--- config.mk ---
export PLATFORM = sky130hd
export DESIGN_NAME = bus_name_validator_unit
export DESIGN_NICKNAME = d
export VERILOG_FILES = /design/src/hdl/bnv_pkg.sv /design/src/hdl/bnv_step.sv /design/src/hdl/bus_name_validator_unit.sv
export SDC_FILE = /design/constraint.sdc
export NUM_CORES = 1
export LEC_CHECK = 0
export BUFFER_PORTS_ARGS = -buffer_cell sky130_fd_sc_hd__buf_2
export CAP_MARGIN = 10
export CORE_ASPECT_RATIO = 1.75
export CORE_UTILIZATION = 55
export CTS_BUF_LIST = sky130_fd_sc_hd__clkbuf_8 sky130_fd_sc_hd__clkbuf_16
export CTS_CLUSTER_SIZE = 8
export DETAILED_ROUTE_END_ITERATION = 8
export PLACE_DENSITY = 0.78
export SLEW_MARGIN = 20
export SYNTH_ARGS = -nofsm -noshare
export SYNTH_HDL_FRONTEND = slang
export SYNTH_SLANG_ARGS = --single-unit
export TNS_END_PERCENT = 1
--- constraint.sdc ---
create_clock -name clock -period 4.2 [get_ports clock]
set_input_delay 0.84 -clock clock [delete_from_list [all_inputs] [get_ports clock]]
set_output_delay 0.84 -clock clock [all_outputs]
set_load 0.005 [all_outputs]
--- src/hdl/bnv_pkg.sv ---
`timescale 1ns / 1ps

package bnv_pkg;

   // Name kinds carried with every character
   typedef enum logic [1:0] {
      MODE_MEMBER    = 2'd0,
      MODE_INTERFACE = 2'd1,
      MODE_UNIQUE    = 2'd2,
      MODE_BAD       = 2'd3
   } mode_type;

   localparam int unsigned CH_W  = 8;
   localparam int unsigned POS_W = 9;

   localparam logic [CH_W-1:0]  CH_NUL   = 8'h00;
   localparam logic [CH_W-1:0]  CH_COLON = 8'h3A;
   localparam logic [CH_W-1:0]  CH_DOT   = 8'h2E;
   localparam logic [POS_W-1:0] POS_SAT  = 9'd511;
   localparam logic [POS_W-1:0] MAX_LEN  = 9'd255;

   // Running state of the name being scanned
   typedef struct packed {
      logic [POS_W-1:0] char_position;
      logic             at_segment_start;
      logic             seen_dot;
      logic             failed;
   } scan_type;

   localparam scan_type SCAN_RESET = '{
      char_position:    '0,
      at_segment_start: 1'b1,
      seen_dot:         1'b0,
      failed:           1'b0
   };

endpackage

--- src/hdl/bnv_step.sv ---
`timescale 1ns / 1ps

// Per-character rule check and the verdict on the terminator.
module bnv_step import bnv_pkg::*; (
   input  scan_type         cur,
   input  logic [CH_W-1:0]  ch,
   input  logic [1:0]       mode,
   output scan_type         nxt,
   output logic             verdict
);

   logic word_char;
   logic digit_char;
   logic body_ok;
   logic dot_ok;
   logic dots_allowed;

   // Classify the character
   always_comb begin
      word_char  = (ch >= 8'h41 && ch <= 8'h5A) || (ch >= 8'h61 && ch <= 8'h7A)
                   || (ch == 8'h5F);
      digit_char = (ch >= 8'h30 && ch <= 8'h39);
      body_ok    = word_char || (!cur.at_segment_start && digit_char);
      dots_allowed = (mode == MODE_INTERFACE) || (mode == MODE_UNIQUE);
      dot_ok     = dots_allowed && !cur.at_segment_start && (ch == CH_DOT);
   end

   // Advance the scan state for a non-terminator character
   always_comb begin
      nxt = cur;
      case (mode_type'(mode))
         MODE_MEMBER, MODE_INTERFACE: begin
            if (body_ok) begin
               nxt.at_segment_start = 1'b0;
            end else if (dot_ok) begin
               nxt.at_segment_start = 1'b1;
               nxt.seen_dot         = 1'b1;
            end else begin
               nxt.failed = 1'b1;
            end
         end
         MODE_UNIQUE: begin
            if (cur.char_position == '0) begin
               if (ch != CH_COLON) begin
                  nxt.failed = 1'b1;
               end
            end else if (body_ok) begin
               nxt.at_segment_start = 1'b0;
            end else if (dot_ok) begin
               nxt.at_segment_start = 1'b1;
               nxt.seen_dot         = 1'b1;
            end else begin
               nxt.failed = 1'b1;
            end
         end
         default: begin
            nxt.failed = 1'b1;
         end
      endcase
      if (cur.char_position != POS_SAT) begin
         nxt.char_position = cur.char_position + 1'b1;
      end
   end

   // Verdict under the mode given with the terminator
   always_comb begin
      case (mode_type'(mode))
         MODE_MEMBER: begin
            verdict = !cur.failed && (cur.char_position != '0)
                      && (cur.char_position <= MAX_LEN);
         end
         MODE_INTERFACE: begin
            verdict = !cur.failed && !cur.at_segment_start && cur.seen_dot
                      && (cur.char_position <= MAX_LEN);
         end
         MODE_UNIQUE: begin
            verdict = !cur.failed && (cur.char_position != '0)
                      && !cur.at_segment_start && cur.seen_dot
                      && (cur.char_position <= MAX_LEN);
         end
         default: begin
            verdict = 1'b0;
         end
      endcase
   end

endmodule

--- src/hdl/bus_name_validator_unit.sv ---
`timescale 1ns / 1ps

// Channel   Direction  tdata fields (low bit up)                 Transfers
// req_      in         ch[7:0], mode[9:8], zero pad [15:10]      one per character
// rsp_      out        valid_res[0], name_length[9:1], pad       one per NUL terminator
//
// One character is taken every cycle unless a terminator waits on a stalled result;
// an input register and the result register bound a single pass through the class
// decode and flag update. A terminator's result passes through the input register
// and then the result register, once the result register is free.
// Synchronous reset clears the scan state and both valid flags.
// A stalled result holds only terminators: other characters keep flowing until one arrives.
module bus_name_validator_unit import bnv_pkg::*; (
   input  logic        clock,
   input  logic        reset,
   input  logic        req_tvalid,
   output logic        req_tready,
   input  logic [15:0] req_tdata,   // ch[7:0], mode[9:8], zero [15:10]
   output logic        rsp_tvalid,
   input  logic        rsp_tready,
   output logic [15:0] rsp_tdata    // valid_res[0], name_length[9:1], zero [15:10]
);

   logic             in_valid_ff, in_valid_in;
   logic [CH_W-1:0]  in_ch_ff;
   logic [1:0]       in_mode_ff;
   scan_type         scan_ff, scan_in;
   scan_type         scan_step;
   logic             verdict;
   logic             rsp_valid_ff, rsp_valid_in;
   logic             rsp_res_ff;
   logic [POS_W-1:0] rsp_len_ff;
   logic             is_term;
   logic             advance;

   bnv_step u_step (
      .cur     (scan_ff),
      .ch      (in_ch_ff),
      .mode    (in_mode_ff),
      .nxt     (scan_step),
      .verdict (verdict)
   );

   // Move the held character on unless it is a terminator facing a full result
   always_comb begin
      is_term     = (in_ch_ff == CH_NUL);
      advance     = in_valid_ff && (!is_term || !rsp_valid_ff || rsp_tready);
      req_tready  = !in_valid_ff || advance;
      in_valid_in = req_tready ? req_tvalid : in_valid_ff;
      scan_in     = scan_ff;
      if (advance) begin
         scan_in = is_term ? SCAN_RESET : scan_step;
      end
      rsp_valid_in = rsp_valid_ff && !rsp_tready;
      if (advance && is_term) begin
         rsp_valid_in = 1'b1;
      end
   end

   // Control registers
   always_ff @(posedge clock) begin
      if (reset) begin
         in_valid_ff  <= 1'b0;
         rsp_valid_ff <= 1'b0;
         scan_ff      <= SCAN_RESET;
      end else begin
         in_valid_ff  <= in_valid_in;
         rsp_valid_ff <= rsp_valid_in;
         scan_ff      <= scan_in;
      end
   end

   // Capture input payload on transfer
   always_ff @(posedge clock) begin
      if (req_tready && req_tvalid) begin
         in_ch_ff   <= req_tdata[7:0];
         in_mode_ff <= req_tdata[9:8];
      end
   end

   // Load the result on a terminator
   always_ff @(posedge clock) begin
      if (advance && is_term) begin
         rsp_res_ff <= verdict;
         rsp_len_ff <= scan_ff.char_position;
      end
   end

   assign rsp_tvalid = rsp_valid_ff;
   assign rsp_tdata  = {6'd0, rsp_len_ff, rsp_res_ff};

endmodule

==> impl_metrics.json, run 1 <==
{
  "crit_arrival_ns": 2.27,
  "fin_cells": 204,
  "drt-vias-per-instance": 5.88,
  "num-nets-final": 203,
  "drv_cap": 0,
  "synth_commonest_cells": "edfxtp_1 (20), dfxtp_1 (14), inv_1 (12)",
  "ir_worst_vdd_mv": 0.294,
  "rr_endpoint": "scan_ff[1]",
  "grt_max_degree": 12,
  "ant_nets": 0,
  "fin_skew_ns": 0.00549,
  "power_density_nw_per_um2": 355,
  "rows": 26,
  "dpl.cell_count": 196,
  "dieWidth_um": 43.5,
  "die_area_um2": 3250,
  "cpPeakStageDelay_ns": 0.60,
  "fin_crit_sh": 0.740,
  "report.final.slew_viol_count": 0,
  "vias": 1199,
  "diodes": 0,
  "critPathRequiredTime_ns": 3.36,
  "worstPathMaxFanout": 6,
  "post_drt_wl_per_cell_um": 15.4,
  "holdPathEnd": "scan_ff[2]",
  "postCtsSetupRepairBufs": 0,
  "post-route-drc-count": 4,
  "synth_seq_cells": 34,
  "ys.flop_type": "edfxtp_1",
  "worst-path-buf-inv": 1,
  "start_util": 0.573,
  "clock_latency_ns": 0.28,
  "yosysSeqAreaShare": 0.531,
  "hold_ws_ns": 0.510,
  "worstMarginPinSlew_ns": 0.994,
  "grt_pass1_wl_um": 5010,
  "min_path_cells": 1,
  "drt_iter0_drc": 35,
  "end_kind": "primary output",
  "yosysTopAreaCellShare": 0.362,
  "synth_edf_count": 20,
  "setup_tns_ns": 0,
  "slew_headroom": 0.335,
  "synth_area_um2": 1660,
  "die_y_um": 74.6,
  "yosysMostFrequentCell": "edfxtp_1",
  "layout-drive-gt1-share": 0.233,
  "cts_buffers": 5,
  "antenna_found_initial": 0,
  "syn-instance-count": 146,
  "port_buffers": 25,
  "hp-start": "scan_ff[2]",
  "track_usage": 0.217,
  "pin_count": 38,
  "syn_to_final_growth_pct": 12.5,
  "place.gp.congestion": 0.897,
  "rr_worst_depth": 6,
  "drt_wl_total_um": 3140,
  "status": "finished with violations",
  "r2r-start": "in_ch_ff[1]",
  "setup_viol": 0,
  "async_flop_share": 0,
  "crit_family": "simple AND/OR/NAND/NOR gates",
  "finalHoldViolCount": 0,
  "synth_area_leaders": "edfxtp_1 (36%), dfxtp_1 (17%), ha_1 (6.0%)",
  "path_clk_slew_ns": 0.07,
  "fmax_ghz": 0.322,
  "cts_hold_buffers": 0,
  "cts_buffer_depth": 2,
  "min_period_ns": 3.11,
  "crit_type": "reg -> out",
  "r2r_slack_ns": 1.48,
  "avgSynthCellArea_um2": 11.4,
  "hp-class": "reg -> reg",
  "crit_slowest_cell": "or4_4",
  "yosysWarnings": 0,
  "core_area_um2": 2900,
  "p_leak_nw": 0.739,
  "dp_hpwl_um": 2450,
  "fin_util": 0.644,
  "post_cts_resized": 0,
  "synth_cell_types": 40,
  "rsz0062_at_grt": "no",
  "grt_overflow": 0,
  "root_buffer": "clkbuf_8",
  "clock-sinks": 34,
  "dr.pass1.iters": 6,
  "crit_path_cell_trace": "or4_4 -> nor3_1 -> nand3_1 -> buf_2",
  "failed_checks": "design-rule violations",
  "cp-start-kind": "register",
  "tritoncts": "yes",
  "grt_pass1_vias": 1222,
  "h-tree-depth": 2,
  "synth.largest_area_cell": "edfxtp_1"
}
## final cells by class
cell class	count	area (µm²)
fillers	229	1030
flip-flops and latches	34	881
multi-input cells	97	687
repair buffers	25	125
clock buffers	6	82.6
inverters	12	45.0
well taps	28	35.0
clock inverters	2	8.76
## worst max path at each step
stage	from	end	cells past startpoint
final	in_ch_ff[1]	req_tready	4
after CTS	in_ch_ff[1]	req_tready	4
after detailed placement	in_ch_ff[1]	req_tready	4
after floorplan	in_ch_ff[1]	req_tready	3
after global placement	in_ch_ff[1]	req_tready	4
after global routing	in_ch_ff[1]	req_tready	4
## stage by stage
stage	setup WS, ns	total power, mW	area, µm²
after floorplan	1.79	0.417	1680
after global placement	1.46	0.427	1770
after detailed placement	1.44	0.431	1770
after CTS	1.12	0.666	1860
after global routing	0.955	0.686	1860
final	1.09	0.662	1860
## routing by layer
metal  global-route usage  vias up  routed length, µm
li1                     -      587                  -
met2                0.424       40               1800
met3               0.0624       14                117
met5                    0        -                  0
met4                0.163        0                157
met1                0.171      558               1070
## worst register-to-register path: stages (launching register included)
cell and delay [ns]:
edfxtp_1 0.45, or4_4 0.60, nor3_1 0.60, nand3_1 0.29, inv_1 0.40, a31o_2 0.20, o21ba_2 0.13
## power breakdown
group / total [mW] / leakage [nW] / switching (mW) / internal [mW]
Clock: 0.238 / 0.0524 / 0.108 / 0.130
Combinational: 0.0476 / 0.377 / 0.0260 / 0.0217
Sequential: 0.377 / 0.309 / 0.0126 / 0.364
## cell usage in the layout (no fill, tap or decap), drive strengths merged, types with 2 or more instances in the layout
cell type  netlist  final
and3             2      2
ha               8      8
buf              8     25
a21oi            9      9
nor4b            2      2
nor3             6      6
a211o            2      2
xnor2            5      5
conb             1      6
dfxtp           14     14
o21ai            2      2
nand2b           4      4
inv             12     13
edfxtp          20     20
a211oi           3      3
clkbuf           0      6
or3              3      3
nand2            5      5
nand3            8      8
a311oi           4      4
nor2            11     11
## cells by family after synthesis
| group | count (synthesis) | share of synthesized area |
|---|---|---|
| AOI/OAI and AO/OA | 30 | 0.153 |
| xor gates and xnor gates | 5 | 0.0264 |
| adders and majority gates | 8 | 0.0604 |
| buffers and inverters | 20 | 0.0657 |
| DFF | 34 | 0.531 |
| other | 1 | 0.00226 |
| and+or+nand+nor | 48 | 0.161 |
## sequential cells by signal, indices dropped and copies added (netlist names)
register     cells
in_mode_ff       2
rsp_len_ff       9
in_ch_ff         8
rsp_tvalid       1
in_valid_ff      1
rsp_res_ff       1
scan_ff         12
(Power assumes the default switching activity.)
==> run 2: changes to the inputs <==
--- a/config.mk
+++ b/config.mk
@@ -8,11 +8,11 @@
 export BUFFER_PORTS_ARGS = -buffer_cell sky130_fd_sc_hd__buf_2
 export CAP_MARGIN = 10
 export CORE_ASPECT_RATIO = 1.75
-export CORE_UTILIZATION = 55
+export CORE_UTILIZATION = 48
 export CTS_BUF_LIST = sky130_fd_sc_hd__clkbuf_8 sky130_fd_sc_hd__clkbuf_16
 export CTS_CLUSTER_SIZE = 8
 export DETAILED_ROUTE_END_ITERATION = 8
-export PLACE_DENSITY = 0.78
+export PLACE_DENSITY = 0.72
 export SLEW_MARGIN = 20
 export SYNTH_ARGS = -nofsm -noshare
 export SYNTH_HDL_FRONTEND = slang
==> constraint.sdc (replaced) <==
create_clock -name clock -period 2.84 [get_ports clock]
set_input_delay 0.568 -clock clock [delete_from_list [all_inputs] [get_ports clock]]
set_output_delay 0.568 -clock clock [all_outputs]
set_load 0.005 [all_outputs]
==> run 2 against run 1 <==
Against the previous run: the flow now finishes without violations; non-clock buffer count rose by 2; final cell count grew 7.8%; clock skew shrank 0.00075 ns; die area increased by 14%; critical endpoint unchanged.
==> impl_metrics.json, run 2 (synthesis gave the netlist of run 1 again) <==
{
  "fin_crit_sh": 0.927,
  "mostFrequentLayoutCell": "buf_2",
  "crit_arrival_ns": 2.07,
  "pre_cts_slack_ns": 0.407,
  "num-nets-final": 205,
  "cts_hold_buffers": 0,
  "fin_ws_ns": 0.207,
  "critPathRequiredTime_ns": 2.27,
  "dr.pass1.iters": 4,
  "hold_ws_ns": 0.455,
  "status": "completed",
  "root_buffer": "clkbuf_8",
  "finalHoldViolCount": 0,
  "cts_buffer_depth": 2,
  "wl_met3_um": 102,
  "clock-sinks": 34,
  "diodes": 0,
  "die_y_um": 79.7,
  "wl_met2_um": 1760,
  "fin_area_um2": 1880,
  "path_clk_slew_ns": 0.06,
  "tritoncts": "yes",
  "fin_skew_ns": 0.00474,
  "drt_iter0_drc": 20,
  "grt_overflow": 0,
  "fin_cells": 220,
  "fin_util": 0.587,
  "largest_register_ff_count": 12,
  "top_register": "scan_ff",
  "reg_top3": "scan_ff x12, rsp_len_ff x9, in_ch_ff x8",
  "track_usage": 0.193,
  "dpl.cell_count": 213,
  "ir_worst_vdd_mv": 0.381,
  "rsz0062_at_grt": "no",
  "dp_hpwl_um": 2320,
  "fmax_ghz": 0.380,
  "syn_to_final_growth_pct": 13.6,
  "rr_endpoint": "scan_ff[1]",
  "post-route-drc-count": 0,
  "power_density_nw_per_um2": 501,
  "crit_type": "reg -> out",
  "slew_headroom": 0.598,
  "min_period_ns": 2.63,
  "drt_wl_total_um": 3010,
  "setup_tns_ns": 0,
  "cp-start-kind": "register",
  "setup_viol": 0,
  "worstPathMaxFanout": 5,
  "antenna_found_initial": 0,
  "worstMarginPinSlew_ns": 0.601,
  "h-tree-depth": 2,
  "final_cell_mix": "buf_2 (25), edfxtp_1 (20), dfxtp_1 (14)",
  "port_buffers": 25,
  "rows": 27,
  "grt_pass1_vias": 1165,
  "drt-vias-per-instance": 5.48,
  "dieWidth_um": 46.4,
  "top_layer_used": "met4",
  "postCtsSetupRepairBufs": 0,
  "die_area_um2": 3700,
  "place_area_um2": 1810,
  "clock_latency_ns": 0.28,
  "post_cts_resized": 0,
  "power_mw": 0.943,
  "report.final.slew_viol_count": 0,
  "crit_path_end": "req_tready",
  "end_kind": "primary output",
  "drv_cap": 0,
  "grt_pass1_wl_um": 4950,
  "r2r_slack_ns": 0.37,
  "wl_met1_um": 1010,
  "core_area_um2": 3210,
  "vias": 1205,
  "ant_nets": 0,
  "grt_max_degree": 12,
  "place.gp.congestion": 0.869,
  "min_path_cells": 1,
  "cts_buffers": 5,
  "fill_cells": 286,
  "r2r-start": "in_ch_ff[1]",
  "p_leak_nw": 0.740,
  "pin_count": 38,
  "rr_worst_depth": 6,
  "post_drt_wl_per_cell_um": 13.7,
  "critPathLaunch": "in_ch_ff[1]",
  "hp-class": "in -> reg",
  "layout-drive-gt1-share": 0.232,
  "start_util": 0.517
}
[run 2: changes by cell type in the layout (fill, tap and decap cells not counted)]
cell,delta
clkbuf_8,-1
buf_4,+2
clkinv_2,-1
clkinv_1,+1
[run 2: area by class of cell]
type	instances	area, µm²	area share
Tap cell	43	53.8	0.0286
Clock inverter	2	7.51	0.00399
Sequential cell	34	881	0.468
Multi-Input combinational cell	97	687	0.365
Inverter	12	45.0	0.0239
Timing Repair Buffer	27	140	0.0744
Clock buffer	5	68.8	0.0365
[run 2: worst min path at each step]
stage / from / slack (ns) / end
global placement: scan_ff[1] / 0.47 / scan_ff[1]
finish: req_tdata[0] / 0.45 / in_ch_ff[0]
detailed placement: scan_ff[1] / 0.47 / scan_ff[1]
floorplan: scan_ff[2] / 0.46 / scan_ff[2]
global route: req_tdata[8] / 0.44 / in_mode_ff[0]
CTS: req_tdata[0] / 0.45 / in_ch_ff[0]
[run 2: critical path: stages, from the launching register on]
cell and delay [ns]:
edfxtp_1 0.46, or4_4 0.60, nor3_1 0.41, nand3_1 0.16, buf_2 0.16
[run 2: power by group]
group	switching [mW]	internal, mW	leakage, nW
clock	0.155	0.161	0.0428
combinational	0.0382	0.0326	0.388
sequential	0.0177	0.538	0.309
[run 2: per-layer routing]
layer  track usage  up-vias
met5             0        -
met3        0.0679       13
met1         0.171      569
met4         0.118        0
met2         0.342       32
li1              -      591
